$ cat config.mk
export PLATFORM = sky130hd
export DESIGN_NAME = presence_qualifier_antiflicker_unit
export DESIGN_NICKNAME = d
export VERILOG_FILES = /design/src/hdl/pqaf_pkg.sv /design/src/hdl/pqaf_cfg.sv /design/src/hdl/pqaf_zone.sv /design/src/hdl/presence_qualifier_antiflicker_unit.sv
export SDC_FILE = /design/constraint.sdc
export NUM_CORES = 1
export LEC_CHECK = 0
export BUFFER_PORTS_ARGS = -buffer_cell sky130_fd_sc_hd__buf_2
export CAP_MARGIN = 10
export CORE_UTILIZATION = 38
export CTS_BUF_LIST = sky130_fd_sc_hd__clkbuf_8 sky130_fd_sc_hd__clkbuf_16
export CTS_CLUSTER_DIAMETER = 60
export DETAILED_ROUTE_END_ITERATION = 8
export PLACE_DENSITY = 0.56
export SYNTH_ARGS = -nofsm -noshare
export SYNTH_HDL_FRONTEND = slang
export SYNTH_HIERARCHICAL = 1
export SYNTH_SLANG_ARGS = --single-unit
$ cat constraint.sdc
create_clock -name clk -period 12.45 [get_ports clk]
set_clock_uncertainty 0.2 [all_clocks]
set_input_delay 1.245 -clock clk [delete_from_list [all_inputs] [get_ports clk]]
set_output_delay 1.245 -clock clk [all_outputs]
set_load 0.005 [all_outputs]
$ cat src/hdl/pqaf_pkg.sv
// pqaf_pkg: shared types, constants and register indexes for the presence
// qualifier with anti-flicker guard
// no dependencies
package pqaf_pkg;

    localparam int TOGGLE_SLOTS = 4;
    localparam int WINDOW_MS    = 1000;

    localparam int HITS_W  = 8;
    localparam int TIME_W  = 32;
    localparam int RUN_W   = 16;
    localparam int LIMIT_W = 3;
    localparam int CNT_W   = $clog2(TOGGLE_SLOTS + 1);
    localparam int CMP_W   = (CNT_W > LIMIT_W) ? CNT_W : LIMIT_W;

    localparam int CFG_IDX_W  = 3;
    localparam int CFG_DATA_W = 16;
    localparam int IN_DATA_W  = 48;
    localparam int OUT_DATA_W = 8;

    localparam logic [RUN_W-1:0]  RUN_MAX    = {RUN_W{1'b1}};
    localparam logic [TIME_W-1:0] WINDOW_LEN = TIME_W'(WINDOW_MS);

    localparam logic [CFG_IDX_W-1:0] REG_BLOCK_ENABLE  = 3'd0;
    localparam logic [CFG_IDX_W-1:0] REG_ZONE_A_ENABLE = 3'd1;
    localparam logic [CFG_IDX_W-1:0] REG_ZONE_B_ENABLE = 3'd2;
    localparam logic [CFG_IDX_W-1:0] REG_RISE_FRAMES   = 3'd3;
    localparam logic [CFG_IDX_W-1:0] REG_FALL_FRAMES   = 3'd4;
    localparam logic [CFG_IDX_W-1:0] REG_FLICKER_GUARD = 3'd5;
    localparam logic [CFG_IDX_W-1:0] REG_STABLE_MS     = 3'd6;
    localparam logic [CFG_IDX_W-1:0] REG_TOGGLE_LIMIT  = 3'd7;

    typedef struct packed {
        logic               block_enable;
        logic               zone_a_enable;
        logic               zone_b_enable;
        logic [RUN_W-1:0]   rise_frames;
        logic [RUN_W-1:0]   fall_frames;
        logic               flicker_guard;
        logic [RUN_W-1:0]   stable_ms;
        logic [LIMIT_W-1:0] toggle_limit;
    } pqaf_cfg_t;

    typedef struct packed {
        logic present;
        logic changed;
        logic blocked;
    } pqaf_zone_res_t;

endpackage

$ cat src/hdl/pqaf_cfg.sv
// pqaf_cfg: configuration register file, written through its own port
// depends on pqaf_pkg
module pqaf_cfg
    import pqaf_pkg::*;
(
    input  logic                  clk,
    input  logic                  rst_n,
    input  logic                  cfg_valid,
    output logic                  cfg_ready,
    input  logic [CFG_IDX_W-1:0]  cfg_index,
    input  logic [CFG_DATA_W-1:0] cfg_data,
    output pqaf_cfg_t             cfg
);

    pqaf_cfg_t cfg_reg;
    pqaf_cfg_t cfg_next;

    assign cfg_ready = 1'b1;
    assign cfg       = cfg_reg;

    always_comb
    begin
        cfg_next = cfg_reg;
        if (cfg_valid)
        begin
            case (cfg_index)
                REG_BLOCK_ENABLE:  cfg_next.block_enable  = cfg_data[0];
                REG_ZONE_A_ENABLE: cfg_next.zone_a_enable = cfg_data[0];
                REG_ZONE_B_ENABLE: cfg_next.zone_b_enable = cfg_data[0];
                REG_RISE_FRAMES:   cfg_next.rise_frames   = cfg_data[RUN_W-1:0];
                REG_FALL_FRAMES:   cfg_next.fall_frames   = cfg_data[RUN_W-1:0];
                REG_FLICKER_GUARD: cfg_next.flicker_guard = cfg_data[0];
                REG_STABLE_MS:     cfg_next.stable_ms     = cfg_data[RUN_W-1:0];
                REG_TOGGLE_LIMIT:  cfg_next.toggle_limit  = cfg_data[LIMIT_W-1:0];
                default:           cfg_next = cfg_reg;
            endcase
        end
    end

    always_ff @(posedge clk or negedge rst_n)
    begin
        if (!rst_n)
        begin
            cfg_reg.block_enable  <= 1'b0;
            cfg_reg.zone_a_enable <= 1'b0;
            cfg_reg.zone_b_enable <= 1'b0;
            cfg_reg.rise_frames   <= RUN_W'(3);
            cfg_reg.fall_frames   <= RUN_W'(3);
            cfg_reg.flicker_guard <= 1'b0;
            cfg_reg.stable_ms     <= RUN_W'(200);
            cfg_reg.toggle_limit  <= LIMIT_W'(3);
        end
        else
        begin
            cfg_reg <= cfg_next;
        end
    end

endmodule

$ cat src/hdl/pqaf_zone.sv
// pqaf_zone: per-zone presence debounce with stable-time and toggle-rate guard
// depends on pqaf_pkg
module pqaf_zone
    import pqaf_pkg::*;
(
    input  logic              clk,
    input  logic              rst_n,
    input  logic              step,
    input  logic              occupied,
    input  logic [TIME_W-1:0] now,
    input  pqaf_cfg_t         cfg,
    output pqaf_zone_res_t    res
);

    logic                    present_reg,  present_next;
    logic [RUN_W-1:0]        occ_run_reg,  occ_run_next;
    logic [RUN_W-1:0]        emp_run_reg,  emp_run_next;
    logic [TIME_W-1:0]       last_chg_reg, last_chg_next;
    logic [TOGGLE_SLOTS-1:0] slot_valid_reg, slot_valid_next;
    logic [TIME_W-1:0]       stamp_reg [TOGGLE_SLOTS];

    logic [RUN_W-1:0]        occ_inc;
    logic [RUN_W-1:0]        emp_inc;
    logic                    due;
    logic                    stable_ok;
    logic [TIME_W-1:0]       since_last;
    logic [TOGGLE_SLOTS-1:0] kept;
    logic [TOGGLE_SLOTS-1:0] free_pick;
    logic [CNT_W-1:0]        kept_cnt;
    logic                    count_ok;
    logic                    allow;
    logic                    accept;
    logic                    refuse;
    logic                    found;

    assign occ_inc = (occ_run_reg == RUN_MAX) ? occ_run_reg : occ_run_reg + 1'b1;
    assign emp_inc = (emp_run_reg == RUN_MAX) ? emp_run_reg : emp_run_reg + 1'b1;

    assign due = occupied ? (!present_reg && (occ_inc >= cfg.rise_frames))
                          : (present_reg && (emp_inc >= cfg.fall_frames));

    assign since_last = now - last_chg_reg;
    assign stable_ok  = since_last >= TIME_W'(cfg.stable_ms);

    // drop stamps that have left the window
    always_comb
    begin
        for (int i = 0; i < TOGGLE_SLOTS; i++)
        begin
            kept[i] = slot_valid_reg[i] && ((now - stamp_reg[i]) < WINDOW_LEN);
        end
    end

    always_comb
    begin
        kept_cnt = '0;
        for (int i = 0; i < TOGGLE_SLOTS; i++)
        begin
            kept_cnt = kept_cnt + CNT_W'(kept[i]);
        end
    end

    assign count_ok = (CMP_W'(kept_cnt) < CMP_W'(cfg.toggle_limit))
                   && (CMP_W'(kept_cnt) < CMP_W'(TOGGLE_SLOTS));
    assign allow  = stable_ok && count_ok;
    assign accept = step && due && (!cfg.flicker_guard || allow);
    assign refuse = step && due && cfg.flicker_guard && !allow;

    // lowest free slot takes the new stamp
    always_comb
    begin
        found     = 1'b0;
        free_pick = '0;
        for (int i = 0; i < TOGGLE_SLOTS; i++)
        begin
            if (!kept[i] && !found)
            begin
                free_pick[i] = 1'b1;
                found        = 1'b1;
            end
        end
    end

    always_comb
    begin
        present_next    = present_reg;
        occ_run_next    = occ_run_reg;
        emp_run_next    = emp_run_reg;
        last_chg_next   = last_chg_reg;
        slot_valid_next = slot_valid_reg;
        if (step)
        begin
            if (occupied)
            begin
                emp_run_next = '0;
                occ_run_next = accept ? '0 : occ_inc;
            end
            else
            begin
                occ_run_next = '0;
                emp_run_next = accept ? '0 : emp_inc;
            end
            if (accept)
            begin
                present_next = !present_reg;
            end
            if (due && cfg.flicker_guard && stable_ok)
            begin
                slot_valid_next = kept;
                if (count_ok)
                begin
                    last_chg_next   = now;
                    slot_valid_next = kept | free_pick;
                end
            end
        end
    end

    always_ff @(posedge clk or negedge rst_n)
    begin
        if (!rst_n)
        begin
            present_reg    <= 1'b0;
            occ_run_reg    <= '0;
            emp_run_reg    <= '0;
            last_chg_reg   <= '0;
            slot_valid_reg <= '0;
        end
        else
        begin
            present_reg    <= present_next;
            occ_run_reg    <= occ_run_next;
            emp_run_reg    <= emp_run_next;
            last_chg_reg   <= last_chg_next;
            slot_valid_reg <= slot_valid_next;
        end
    end

    always_ff @(posedge clk)
    begin
        for (int i = 0; i < TOGGLE_SLOTS; i++)
        begin
            if (accept && cfg.flicker_guard && free_pick[i])
            begin
                stamp_reg[i] <= now;
            end
        end
    end

    assign res.present = present_next;
    assign res.changed = accept;
    assign res.blocked = refuse;

endmodule

$ cat src/hdl/presence_qualifier_antiflicker_unit.sv
// presence_qualifier_antiflicker_unit: top level, input register, two zone
// qualifiers and result register; depends on pqaf_pkg, pqaf_cfg, pqaf_zone
//
// One frame item is taken per clock cycle, without gaps, as long as results
// are drained. An item lands in the input register, is evaluated against the
// per-zone state once the output register can take it (state is updated at
// that same edge, so the next item sees it at once) and its result is held in
// the output register. The input side keeps accepting while a result waits,
// until both registers are full. Configuration writes are taken in any cycle
// and should be made only while no frame is in flight.
module presence_qualifier_antiflicker_unit
    import pqaf_pkg::*;
(
    input  logic                  clk,
    input  logic                  rst_n,
    input  logic                  cfg_valid,
    output logic                  cfg_ready,
    input  logic [CFG_IDX_W-1:0]  cfg_index,
    input  logic [CFG_DATA_W-1:0] cfg_data,
    input  logic                  s_tvalid,
    output logic                  s_tready,
    // zone_a_hits[7:0], zone_b_hits[15:8], time_ms[47:16]
    input  logic [IN_DATA_W-1:0]  s_tdata,
    output logic                  m_tvalid,
    input  logic                  m_tready,
    // zone_a_present, zone_a_changed, zone_a_blocked, zone_b_present,
    // zone_b_changed, zone_b_blocked, two zero bits
    output logic [OUT_DATA_W-1:0] m_tdata
);

    pqaf_cfg_t       cfg;
    logic            in_valid_reg;
    logic [IN_DATA_W-1:0] in_data_reg;
    logic            out_valid_reg;
    logic [OUT_DATA_W-1:0] out_data_reg;
    logic            fire;
    logic            step_a;
    logic            step_b;
    logic [TIME_W-1:0] now;
    pqaf_zone_res_t  res_a;
    pqaf_zone_res_t  res_b;

    pqaf_cfg u_cfg
    (
        .clk       (clk),
        .rst_n     (rst_n),
        .cfg_valid (cfg_valid),
        .cfg_ready (cfg_ready),
        .cfg_index (cfg_index),
        .cfg_data  (cfg_data),
        .cfg       (cfg)
    );

    assign fire     = in_valid_reg && (!out_valid_reg || m_tready);
    assign s_tready = !in_valid_reg || fire;
    assign now      = in_data_reg[47:16];
    assign step_a   = fire && cfg.block_enable && cfg.zone_a_enable;
    assign step_b   = fire && cfg.block_enable && cfg.zone_b_enable;

    pqaf_zone u_zone_a
    (
        .clk      (clk),
        .rst_n    (rst_n),
        .step     (step_a),
        .occupied (in_data_reg[7:0] != '0),
        .now      (now),
        .cfg      (cfg),
        .res      (res_a)
    );

    pqaf_zone u_zone_b
    (
        .clk      (clk),
        .rst_n    (rst_n),
        .step     (step_b),
        .occupied (in_data_reg[15:8] != '0),
        .now      (now),
        .cfg      (cfg),
        .res      (res_b)
    );

    always_ff @(posedge clk or negedge rst_n)
    begin
        if (!rst_n)
        begin
            in_valid_reg  <= 1'b0;
            out_valid_reg <= 1'b0;
        end
        else
        begin
            if (s_tready)
            begin
                in_valid_reg <= s_tvalid;
            end
            if (fire)
            begin
                out_valid_reg <= 1'b1;
            end
            else if (m_tready)
            begin
                out_valid_reg <= 1'b0;
            end
        end
    end

    always_ff @(posedge clk)
    begin
        if (s_tready && s_tvalid)
        begin
            in_data_reg <= s_tdata;
        end
        if (fire)
        begin
            out_data_reg <= {2'b00,
                             res_b.blocked, res_b.changed, res_b.present,
                             res_a.blocked, res_a.changed, res_a.present};
        end
    end

    assign m_tvalid = out_valid_reg;
    assign m_tdata  = out_data_reg;

endmodule
* Word-level counts from Yosys, hierarchy flattened
Memory sizes are Yosys's and may differ from the RTL's. Index checks and enable logic that the tools add are counted.
Operators by class: $lt $le $gt $ge 18, $add $sub $neg 20, reductions and logical operators 92, eq/ne operators 11, multiplexer cells 68, bitwise operators 2
Operators with widths (count):
- subtractor 32 bit | 10
- less-than comparator 32 x 10 -> 1 bit, second input constant | 8
- two-way mux 16 bit | 12
- two-way mux 32 bit | 6
- OR reduction 32 bit | 6
- adder 16 x 1 -> 16 bit, second input constant | 4
- == test 16 bit, second input constant | 4
- >= comparator 16 bit | 4
- >= comparator 32 x 16 -> 1 bit | 2
- logical AND 1 bit | 49
- two-way mux 1 bit | 42
- AND reduction 2 bit | 10
- zero test 1 bit | 17
- nonzero test 8 bit | 2
- adder 3 x 1 -> 3 bit | 4
- == test 3 bit, second input constant | 4
- two-way mux 2 bit | 6
- two-way mux 4 bit | 2
- bitwise OR 4 bit | 2
- == test 3 x 2 -> 1 bit, second input constant | 2
- less-than comparator 3 bit | 2
- less-than comparator 3 bit, second input constant | 2
- AND reduction 3 bit | 2
- adder 1 x 1 -> 2 bit | 2
- other kinds (4) | 7
Word-level totals: memory bits (writable) 256, output and inout port bits 11, flip-flop bits (word level) 249, memories kept 2, logic and storage cells 235, bits of input ports 72
Memory list:
- u_zone_a.stamp_reg | depth 4, width 32, read ports 4, clocked after memory_dff 0, write ports 1, line pqaf_zone.sv:20 | logic [TIME_W-1:0] stamp_reg [TOGGLE_SLOTS];
- u_zone_b.stamp_reg | depth 4, width 32, read ports 4, clocked after memory_dff 0, write ports 1, line pqaf_zone.sv:20

* Longest topological paths before layout
Gate-level depths: netlist of run 1. An unclocked memory read counts as a cell.
depth in word-level cells 20, depth in mapped cells 27, gate-level depth less buffers 25

* Hierarchy
The synthesis of run 1 kept the hierarchy.
By module, submodules not included:
- pqaf_zone (u_zone_b) | area each 17753.3 µm², seq. area each 5570.3 µm², instances 1, cells an instance 2052
- pqaf_zone (u_zone_a) | area each 17404.2 µm², seq. area each 5570.3 µm², instances 1, cells an instance 2015
- pqaf_cfg | area each 2223.4 µm², seq. area each 1387.6 µm², instances 1, cells an instance 127
- presence_qualifier_antiflicker_unit | area each 1779.2 µm², seq. area each 1671.6 µm², instances 1, cells an instance 73

* Least setup slack after synthesis of run 1
Ideal clock, no wire load.
kind reg-to-reg, from reg in_data_reg[17], to mem u_zone_b.stamp_reg[3][0], enable pin, stages on the path, launching flop included 23, setup slack 3.721 ns, path buffers 0, period minus slack after synthesis 8.729 ns, arrival 8.061 ns, data required time 11.782 ns, library setup time 0.468 ns, path through edfxtp_1 > ha_1 > a2111oi_2 > o21ai_0 > nand3_1 > nand2_1 > xor2_1 > or4_1 > or3_1 > nor4_1 > and4_1 > nand3_1 > or2_2 > fa_1 > inv_1 > ha_1 > ha_1 > ha_1 > a21oi_1 > nor2b_1 > nor3_1 > nand3_1 > nor3b_1
Between the ends: longest elaborated chain between the ends 19, elaborated cells on any way between the ends 59, those cells by class 8 x add/sub; 7 x order compare; 20 x mux; 24 x reduce/logical
Ends and longest elaborated chain:
- from (decl) | line presence_qualifier_antiflicker_unit.sv:33 | logic [IN_DATA_W-1:0] in_data_reg;
- from (signal assigned) | line presence_qualifier_antiflicker_unit.sv:110 | in_data_reg <= s_tdata;
- subtractor 32 bit | line pqaf_zone.sv:50 | kept[i] = slot_valid_reg[i] && ((now - stamp_reg[i]) < WINDOW_LEN);
- less-than comparator 32 x 10 -> 1 bit | line pqaf_zone.sv:50
- logical AND 1 bit | line pqaf_zone.sv:50
- adder 1 x 1 -> 2 bit | line pqaf_zone.sv:59 | kept_cnt = kept_cnt + CNT_W'(kept[i]);
- adder 3 x 1 -> 3 bit (2 in a row) | line pqaf_zone.sv:59
- less-than comparator 3 bit, on equally long branches | line pqaf_zone.sv:63, pqaf_zone.sv:64
- logical AND 1 bit | line pqaf_zone.sv:64 | && (CMP_W'(kept_cnt) < CMP_W'(TOGGLE_SLOTS));
- logical AND 1 bit | line pqaf_zone.sv:65 | assign allow = stable_ok && count_ok;
- logical OR 1 bit | line pqaf_zone.sv:66 | assign accept = step && due && (!cfg.flicker_guard || allow);
- logical AND 1 bit | line pqaf_zone.sv:66
- logical AND 1 bit (2 in a row) | line pqaf_zone.sv:143 | if (accept && cfg.flicker_guard && free_pick[i])
- two-way mux 1 bit | line pqaf_zone.sv:143
- two-way mux 1 bit (not written as such) | line pqaf_zone.sv:145 | stamp_reg[i] <= now;
- OR reduction 32 bit (no source line)
- two-way mux 2 bit (no source line) or two-way mux 1 bit (tied branches) (3 in a row)
- to (decl) | line pqaf_zone.sv:20
Several ways; a longest one is shown, not always the timed one.

* Worst setup path in the final report of run 1
from reg in_data_reg[17], to reg u_zone_a.occ_run_reg[14]
Between the ends: longest elaborated chain between the ends 13, elaborated cells on any way between the ends 25, those cells by class 8 x add/sub; 7 x order compare; 2 x mux; 8 x reduce/logical
Ends and longest elaborated chain:
- subtractor 32 bit | line pqaf_zone.sv:50
- less-than comparator 32 x 10 -> 1 bit | line pqaf_zone.sv:50
- logical AND 1 bit | line pqaf_zone.sv:50
- adder 1 x 1 -> 2 bit | line pqaf_zone.sv:59
- adder 3 x 1 -> 3 bit (2 in a row) | line pqaf_zone.sv:59
- less-than comparator 3 bit, on equally long branches | line pqaf_zone.sv:63, pqaf_zone.sv:64
- logical AND 1 bit | line pqaf_zone.sv:64
- logical AND 1 bit * | line pqaf_zone.sv:65
- logical OR 1 bit * | line pqaf_zone.sv:66
- logical AND 1 bit * | line pqaf_zone.sv:66
- two-way mux 16 bit * | line pqaf_zone.sv:96 | occ_run_next = accept ? '0 : occ_inc;
- two-way mux 16 bit * | line pqaf_zone.sv:93 | if (occupied)
- to (signal assigned) | line pqaf_zone.sv:132 | occ_run_reg <= occ_run_next;
- to (decl) | line pqaf_zone.sv:16 | logic [RUN_W-1:0] occ_run_reg, occ_run_next;
Every way passes the cells marked *; elsewhere a longest branch is shown, timed or not. A chain may end at the register's enable or synchronous reset.

==> results of run 1 <==
==> cell type report <==
| type | count | area [sq um] |
|---|---|---|
| fillers | 10110 | 58400 |
| multi-input cells | 3135 | 22500 |
| flip-flops and latches | 505 | 14200 |
| clock buffers | 79 | 1930 |
| inverters | 506 | 1900 |
| well taps | 1368 | 1710 |
| repair buffers | 148 | 922 |
| clock inverters | 54 | 432 |
| diodes | 2 | 5.00 |
==> synth_stat cells, drive strengths merged, types with 56 or more instances <==
cell type / number
o21ai: 232
dfrtp: 186
a21oi: 315
edfxtp: 310
nand4: 89
a21o: 134
nand2: 307
nor2: 246
o21a: 56
nand2b: 61
ha: 416
nor3: 71
nand3: 137
xnor2: 119
clkbuf: 89
inv: 504
xor2: 87
mux2: 108
==> metal layers <==
| metal | part of all wire (%) | track usage [%] | routed length, um |
|---|---|---|---|
| met3 | 4.4 | 2.69 | 4850 |
| met4 | 3.4 | 7.46 | 3810 |
| met1 | 46 | 28.3 | 50900 |
| met2 | 46 | 35.1 | 51400 |
| met5 | 0 | 0 | 0 |
==> worst max path at each step <==
stage,endpoint,cells after the start,from,slack (ns)
after CTS,u_zone_a/occ_run_reg[2],24,in_data_reg[30],4.53
after global placement,u_zone_a/occ_run_reg[14],24,in_data_reg[17],4.56
after detailed placement,u_zone_a/occ_run_reg[2],24,in_data_reg[30],4.55
final,u_zone_a/occ_run_reg[14],24,in_data_reg[17],4.51
after floorplan,u_zone_b/stamp_reg[3][0],22,in_data_reg[17],3.72
after global routing,u_zone_a/occ_run_reg[1],25,in_data_reg[29],3.81
==> cells by family after synthesis <==
kind of cell | after synthesis | share of synthesized area [%]
compound gates | 1202 | 20.5
simple gates | 1173 | 15.1
buf+inv | 628 | 6.26
flops | 505 | 36.3
fa+ha+maj | 420 | 13.5
xor+xnor | 206 | 4.61
mux | 131 | 3.79
other cells | 2 | 0.0192
==> metrics by stage <==
| stage | power (W) | utilization (%) | hold slack (ns) | cell area [sq um] |
|---|---|---|---|---|
| after CTS | 0.00526 | 42.7 | 0.247 | 43600 |
| final | 0.00521 | 42.8 | 0.247 | 43600 |
| after detailed placement | 0.00321 | 40.4 | 0.234 | 41300 |
| after floorplan | 0.00285 | - | 0.263 | 39200 |
| after global routing | 0.00549 | 42.8 | 0.250 | 43600 |
| after global placement | 0.00320 | 40.4 | 0.229 | 41300 |
==> power groups by stage <==
stage	clock, W	combinational (W)	sequential [W]
after global placement	0	0.00120	0.00200
after global routing	0.00213	0.00138	0.00198
after detailed placement	0	0.00122	0.00200
after CTS	0.00207	0.00122	0.00196
final	0.00202	0.00122	0.00196
after floorplan	0	0.000861	0.00199
==> worst register-to-register path: cells and delay by family, from the launching register on <==
kind,cells,cell delay [ns]
AO/OA/AOI/OAI,11,4.10
XOR/XNOR,1,0.17
adder cells (fa/ha/maj),5,1.63
buffers and inverters,3,0.48
flip-flops,1,0.35
AND/OR/NAND/NOR,4,0.93
==> results.json, run 1 <==
{
  "run_status": "complete, no violations",
  "timing.fmax_ghz": 0.126,
  "required_ns": 12.81,
  "cts.sinks": 505,
  "nets": 4860,
  "finalHoldViolCount": 0,
  "internal-power_w": 0.00357,
  "synth-edff-count": 310,
  "cts_setup_buffers": 0,
  "cp_slowest_cell": "o211ai_1",
  "maxSlewViolCount": 0,
  "floorplan.initialDensity_pct": 38.4,
  "p_seq_share_pct": 37.7,
  "cts_root_buf": "clkbuf_16",
  "worstPathCellList": "buf_4, ha_1, a2111oi_1, o21ai_1, o31ai_2, a311o_1, nand2_1, xnor2_1, nand3_1, a311o_1, nor4_1, o2111ai_1, buf_4, fa_1, inv_1, ha_1, ha_1, ha_1, a21oi_1, o21ai_0, a31oi_1, o211ai_1, nand2_1, o2bb2ai_1",
  "path_common_cell": "ha_1",
  "design.die.area_sq_um": 104000,
  "cts_hold_buf": 0,
  "worst_pin_slew_ns": 1.03,
  "syn_area_sq_um": 39200,
  "hp-start": "in_data_reg[26]",
  "start_kind": "register",
  "worstHoldPathCells": 0,
  "mostFrequentLayoutCells": "inv_1, ha_1, a21oi_1",
  "clkTransAtPathRegs_ns": 0.06,
  "synthTopCellsByArea": "edfxtp_1, ha_1, dfrtp_1, inv_1, a21oi_1",
  "critical_path_peak_fanout": 22,
  "rsz0062_at_grt": "no",
  "hpwl_um": 81400,
  "p_comb_share_pct": 23.5,
  "first_pass_iters": 7,
  "cts_buffers": 72,
  "period_minus_slack_ns": 7.94,
  "first_iter_violations": 2339,
  "antenna_found_initial": 3,
  "cap_viol_max_count": 0,
  "critPathBufInv": 3,
  "syn_avg_cell_area_sq_um": 9.18,
  "rrSetupSlack_ns": 4.51,
  "fin_ws_ns": 4.51,
  "yosys.area.top_type_share_pct": 23.8,
  "port-buffer-count": 79,
  "core_sq_um": 102000,
  "ys_seq_elements": 505,
  "setup_viol": 0,
  "vdd_drop_max_mv": 0.120,
  "htreeDepth": 3,
  "final_common_cell": "inv_1",
  "avgRoutedWirePerCell_um": 19.1,
  "clk_path_buf_depth": 3,
  "clockPowerShare_pct": 38.8,
  "synth_seq_area_share_pct": 36.3,
  "setup_tns_ns": 0,
  "r2r_start": "in_data_reg[17]",
  "wl_um": 111000,
  "syn_inst": 4267,
  "p_leak_nw": 19.3,
  "fp.dieW_um": 323,
  "clock_latency_ns": 0.64,
  "vias_per_cell": 5.57,
  "power_switching_share_pct": 31.5,
  "yosysWarnings": 6,
  "drc": 0,
  "reg2regPathDepth": 24,
  "cts_tree": "yes",
  "place_ws_ns": 4.55,
  "io_pins": 83,
  "drtAntennaViolNets": 0,
  "synth_flop_cell": "edfxtp_1",
  "arrival_ns": 8.30,
  "grt_overflow": 0,
  "fin_cells": 5797,
  "fin_crit_sh_pct": 63.8,
  "chipHeight_um": 323,
  "cts_resized": 0,
  "critical_path.top_delay_family": "compound AO/OA/AOI/OAI gates",
  "grt_max_degree": 84,
  "dr_total_vias": 32265,
  "hold_path.class": "register to register",
  "grt_pass1_wl_um": 174000,
  "grt_usage_pct": 21.2,
  "async_reset_ff_share_pct": 38.6,
  "rr_endpoint": "u_zone_a/occ_run_reg[14]",
  "grt_pass1_vias": 30743,
  "row_count": 117,
  "p_switching_w": 0.00164,
  "slew_headroom_pct": 31.3,
  "powerDensity_nw_per_um2": 119,
  "yosysTopAreaCell": "edfxtp_1",
  "min_to": "u_zone_b/stamp_reg[1][10]",
  "path_class": "register to register",
  "drive_gt1_share_pct": 9.94,
  "area_delta_synth_final_pct": 11.4,
  "synth_cell_types": 105,
  "max_stage_delay_ns": 0.87,
  "crit_path_end_kind": "register",
  "dp_cells": 5661,
  "gp_congestion": 0.903
}
(Power assumes the default switching activity.)
==> run 2: changes to the inputs <==
Clock period 12.45 ns to 7.5 ns, I/O delays scaled along.
==> results.json, run 2 (synthesized netlist as in run 1, its figures left out) <==
{
  "run_status": "complete, but fails checks",
  "violations": "negative hold slack",
  "mostFrequentLayoutCells": "inv_1, ha_1, a21oi_1",
  "grt_max_degree": 124,
  "fp.dieW_um": 323,
  "hold_path.class": "primary input to async pin",
  "grt_overflow": 0,
  "core_sq_um": 102000,
  "setup_viol": 0,
  "first_iter_violations": 2260,
  "io_pins": 83,
  "cts_hold_buf": 0,
  "clock_latency_ns": 0.64,
  "maxSlewViolCount": 0,
  "cts_tree": "yes",
  "clkTransAtPathRegs_ns": 0.05,
  "place_area_sq_um": 41700,
  "path_class": "register to register",
  "start_kind": "register",
  "htreeDepth": 3,
  "grt_pass1_wl_um": 181000,
  "wl_met2_um": 55500,
  "cap_viol_max_count": 0,
  "wl_um": 117000,
  "met3_length_um": 4590,
  "cp_slowest_cell": "nor3_1",
  "first_pass_iters": 5,
  "floorplan.initialDensity_pct": 38.4,
  "powerDensity_nw_per_um2": 198,
  "drive_gt1_share_pct": 11.0,
  "finalHoldViolCount": 11,
  "slew_headroom_pct": 23.8,
  "period_minus_slack_ns": 7.13,
  "hold_slack_ns": -0.0560,
  "route.layer.met1.wl_um": 53000,
  "cts_buffers": 71,
  "required_ns": 7.79,
  "chipHeight_um": 323,
  "drtAntennaViolNets": 0,
  "n_antenna_cell": 0,
  "crit_path_end_kind": "register",
  "port-buffer-count": 79,
  "nets": 4899,
  "top_layer": "met4",
  "dr_total_vias": 32600,
  "arrival_ns": 7.43,
  "grt_pass1_vias": 31266,
  "p_leak_nw": 19.5,
  "antenna_found_initial": 2,
  "final_common_cell": "inv_1",
  "row_count": 117,
  "dp_cells": 5699,
  "clk_path_buf_depth": 3,
  "vdd_drop_max_mv": 0.174,
  "timing.fmax_ghz": 0.140,
  "fin_crit_sh_pct": 95.1,
  "drc": 0,
  "gp_congestion": 0.896,
  "design.die.area_sq_um": 104000,
  "hpwl_um": 87400,
  "max_stage_delay_ns": 0.68,
  "fin_area_sq_um": 44200,
  "cts.sinks": 505,
  "vias_per_cell": 5.59,
  "cts_root_buf": "clkbuf_16",
  "rsz0062_at_grt": "no",
  "critical_path_peak_fanout": 13,
  "n_fill_cell": 10037,
  "avgRoutedWirePerCell_um": 20.1,
  "setup_tns_ns": 0,
  "worst_pin_slew_ns": 1.14,
  "grt_usage_pct": 22.3,
  "fin_cells": 5832,
  "area_delta_synth_final_pct": 12.8
}
==> run 2: repair_timing <==
action | CTS | global route
setup endpoints to repair | 0 | 235
setup buffers | 0 | 3
hold endpoints to repair | 0 | 0
resized for setup | 0 | 16
==> run 2: worst paths after layout <==
path                       cells after the start                     from  slack [ns]                       end
max                                           25          in_data_reg[18]        0.37   u_zone_a/occ_run_reg[7]
min                                            1                    rst_n       -0.06  u_zone_a/occ_run_reg[12]
max reg2reg                                   25          in_data_reg[18]        0.37   u_zone_a/occ_run_reg[7]
min reg2reg                                    1  u_zone_a/emp_run_reg[7]        0.30   u_zone_a/emp_run_reg[7]
max in group asynchronous                      2                    rst_n        5.44   u_zone_a/occ_run_reg[9]
min in group clk                               1               s_tdata[2]        0.08            in_data_reg[2]
==> run 2: layout make-up <==
type	count	area, sq um	share of cell area, %
Sequential cell	505	14200	32.1
Tap cell	1368	1710	3.87
Multi-Input combinational cell	3135	22600	51.2
Clock inverter	55	498	1.13
Clock buffer	75	1870	4.22
Inverter	506	1900	4.30
Timing Repair Buffer	188	1400	3.18
==> run 2: stage by stage <==
stage | util [%] | total power [W] | setup WS, ns | hold slack [ns]
final | 43.3 | 0.00875 | 0.368 | -0.0560
after global routing | 43.3 | 0.00920 | 0.0330 | 0.0479
after CTS | 43.2 | 0.00883 | 0.0850 | 0.0447
after detailed placement | 40.9 | 0.00539 | 0.133 | 0.291
after global placement | 40.9 | 0.00537 | 0.178 | 0.279
after floorplan | - | 0.00473 | -0.177 | 0.254
==> run 2: per-layer routing <==
| layer | vias up | global-route usage (%) |
|---|---|---|
| met5 | - | 0 |
| met4 | 0 | 7.71 |
| met3 | 187 | 2.72 |
| met2 | 750 | 37.7 |
| met1 | 15714 | 29.3 |
| li1 | 15949 | - |
==> run 2: where the power goes <==
group          leakage [nW]  internal, W  switching (W)
Sequential             5.23      0.00313       0.000164
Combinational          13.1     0.000829        0.00124
Clock                  1.21      0.00200        0.00138
Total                  19.5      0.00596        0.00279
==> run 2: worst max-delay path: cells and delay by family, from the launching register on <==
| family | cells | cell delay [ns] |
|---|---|---|
| compound gates | 10 | 2.47 |
| simple gates | 6 | 1.76 |
| fa+ha+maj | 4 | 1.13 |
| buf+inv | 4 | 0.84 |
| flops | 1 | 0.38 |
| xor+xnor | 1 | 0.20 |
==> run 3: changes to the inputs <==
Settings changed: RECOVER_POWER from default to 100.
==> results.json, run 3 (synthesized netlist as in run 1, its figures left out) <==
{
  "run_status": "complete, but fails checks",
  "violations": "max-capacitance violations, max-slew violations",
  "p_seq_share_pct": 37.8,
  "chipHeight_um": 323,
  "cts.sinks": 505,
  "place_area_sq_um": 41700,
  "maxSlewViolCount": 173,
  "antenna_found_initial": 2,
  "timing.fmax_ghz": 0.139,
  "area_delta_synth_final_pct": 12.0,
  "gp_congestion": 0.896,
  "p_comb_share_pct": 23.4,
  "floorplan.initialDensity_pct": 38.4,
  "port-buffer-count": 79,
  "htreeDepth": 3,
  "final_common_cell": "inv_1",
  "fin_area_sq_um": 43900,
  "cts_root_buf": "clkbuf_16",
  "core_sq_um": 102000,
  "rsz0062_at_grt": "no",
  "power_switching_share_pct": 31.9,
  "clkTransAtPathRegs_ns": 0.06,
  "nets": 4899,
  "drc": 0,
  "p_switching_w": 0.00279,
  "fin_crit_sh_pct": 96.1,
  "worst_pin_slew_ns": 6.07,
  "grt_usage_pct": 22.3,
  "grt_max_degree": 124,
  "cts_tree": "yes",
  "clock_latency_ns": 0.64,
  "fin_ws_ns": 0.296,
  "final_util_pct": 43.0,
  "n_antenna_cell": 0,
  "slew_headroom_pct": -305,
  "drtAntennaViolNets": 0,
  "critical_path_peak_fanout": 13,
  "register_area_sq_um": 14200,
  "cap_viol_max_count": 2,
  "path_class": "register to register",
  "setup_tns_ns": 0,
  "avgRoutedWirePerCell_um": 20.1,
  "cts_buffers": 71,
  "n_fill_cell": 10098,
  "grt_overflow": 0,
  "row_count": 117,
  "design.die.area_sq_um": 104000,
  "drive_gt1_share_pct": 9.32,
  "grt_pass1_wl_um": 181000,
  "first_iter_violations": 2223,
  "io_pins": 83,
  "p_leak_nw": 19.2,
  "clockPowerShare_pct": 38.8,
  "grt_pass1_vias": 31266,
  "vdd_drop_max_mv": 0.177,
  "multi_input_area_sq_um": 22500,
  "place_ws_ns": 0.133,
  "powerDensity_nw_per_um2": 199,
  "setup_viol": 0,
  "wl_um": 117000,
  "internal-power_w": 0.00594,
  "vias_per_cell": 5.58,
  "mostFrequentLayoutCells": "inv_1, ha_1, a21oi_1",
  "finalHoldViolCount": 0,
  "fp.dieW_um": 323,
  "start_kind": "register",
  "crit_path_end_kind": "register",
  "clk_path_buf_depth": 3,
  "dr_total_vias": 32553,
  "arrival_ns": 7.50,
  "cts_hold_buf": 0,
  "hold_path.class": "primary input to register",
  "period_minus_slack_ns": 7.20,
  "hpwl_um": 87400,
  "first_pass_iters": 5,
  "required_ns": 7.79
}
-- run 3: cell types whose count changed in the layout (fill, tap and decap cells not counted), sizes merged --
cell and change:
dlymetal6s4s +1, buf -68, clkbuf +67
-- run 3: routing by layer --
layer  up-vias  global-route usage (%)  wire length [um]  part of all wire (%)
li1      15943                       -                 -                     -
met1     15678                    29.3             52800                    45
met2       737                    37.7             55500                    47
met3       195                    2.72              4690                   4.0
met4         0                    7.71              4420                   3.8
met5         -                       0                 0                     0
-- run 3: worst paths after layout --
path / start / endpoint / slack (ns) / cells past startpoint
worst min-delay path: s_tdata[39] / in_data_reg[39] / 0.08 / 1
worst min register to register: u_zone_a/emp_run_reg[7] / u_zone_a/emp_run_reg[7] / 0.30 / 1
worst max-delay path: in_data_reg[18] / u_zone_a/occ_run_reg[7] / 0.30 / 25
min in group asynchronous: rst_n / u_zone_a/last_chg_reg[26] / 2.28 / 1
worst max register to register: in_data_reg[18] / u_zone_a/occ_run_reg[7] / 0.30 / 25
max in group asynchronous: rst_n / u_zone_b/last_chg_reg[16] / 1.33 / 1
-- run 3: final cells by class --
type                       instances  area share [%]
sequential                       505            32.4
clock buffer                      75            4.25
tap                             1368            3.90
multi-input combinational       3135            51.4
inverter                         506            4.33
clock inverter                    55            1.14
timing repair buffer             188            2.63
-- run 3: stage by stage --
step	cells	power, W	hold WS (ns)
floorplan	4268	0.00473	0.254
global placement	5699	0.00537	0.279
detailed placement	5699	0.00539	0.291
CTS	5829	0.00883	0.0447
global route	5832	0.00918	0.0479
finish	5832	0.00873	0.0843
-- run 3: what timing repair did --
item,CTS,global route
setup endpoints to repair,0,235
gates resized for setup,0,16
setup buffers,0,3
-- run 3: power groups by stage --
stage          registers [W]  logic (W)  clock network [W]
3_3_place_gp         0.00335    0.00202                  0
6_report             0.00330    0.00204            0.00339
3_5_place_dp         0.00336    0.00204                  0
5_1_grt              0.00332    0.00228            0.00358
2_1_floorplan        0.00330    0.00143                  0
4_1_cts              0.00330    0.00205            0.00348
-- run 3: critical path: stages (launching register included) --
cell	delay, ns
edfxtp_1	0.38
buf_4	0.23
buf_4	0.23
ha_1	0.34
o21a_1	0.19
o21ai_0	0.40
nor3b_1	0.14
o31ai_1	0.49
nand2_1	0.17
a21boi_0	0.24
xor2_1	0.19
o211ai_1	0.11
nor4_1	0.39
nand4_1	0.20
nor3_1	0.74
ha_1	0.28
ha_1	0.23
ha_1	0.27
a21oi_1	0.16
o21ai_0	0.09
buf_4	0.16
a31oi_1	0.37
o211ai_1	0.17
buf_4	0.22
and4_1	0.20
a221o_1	0.25
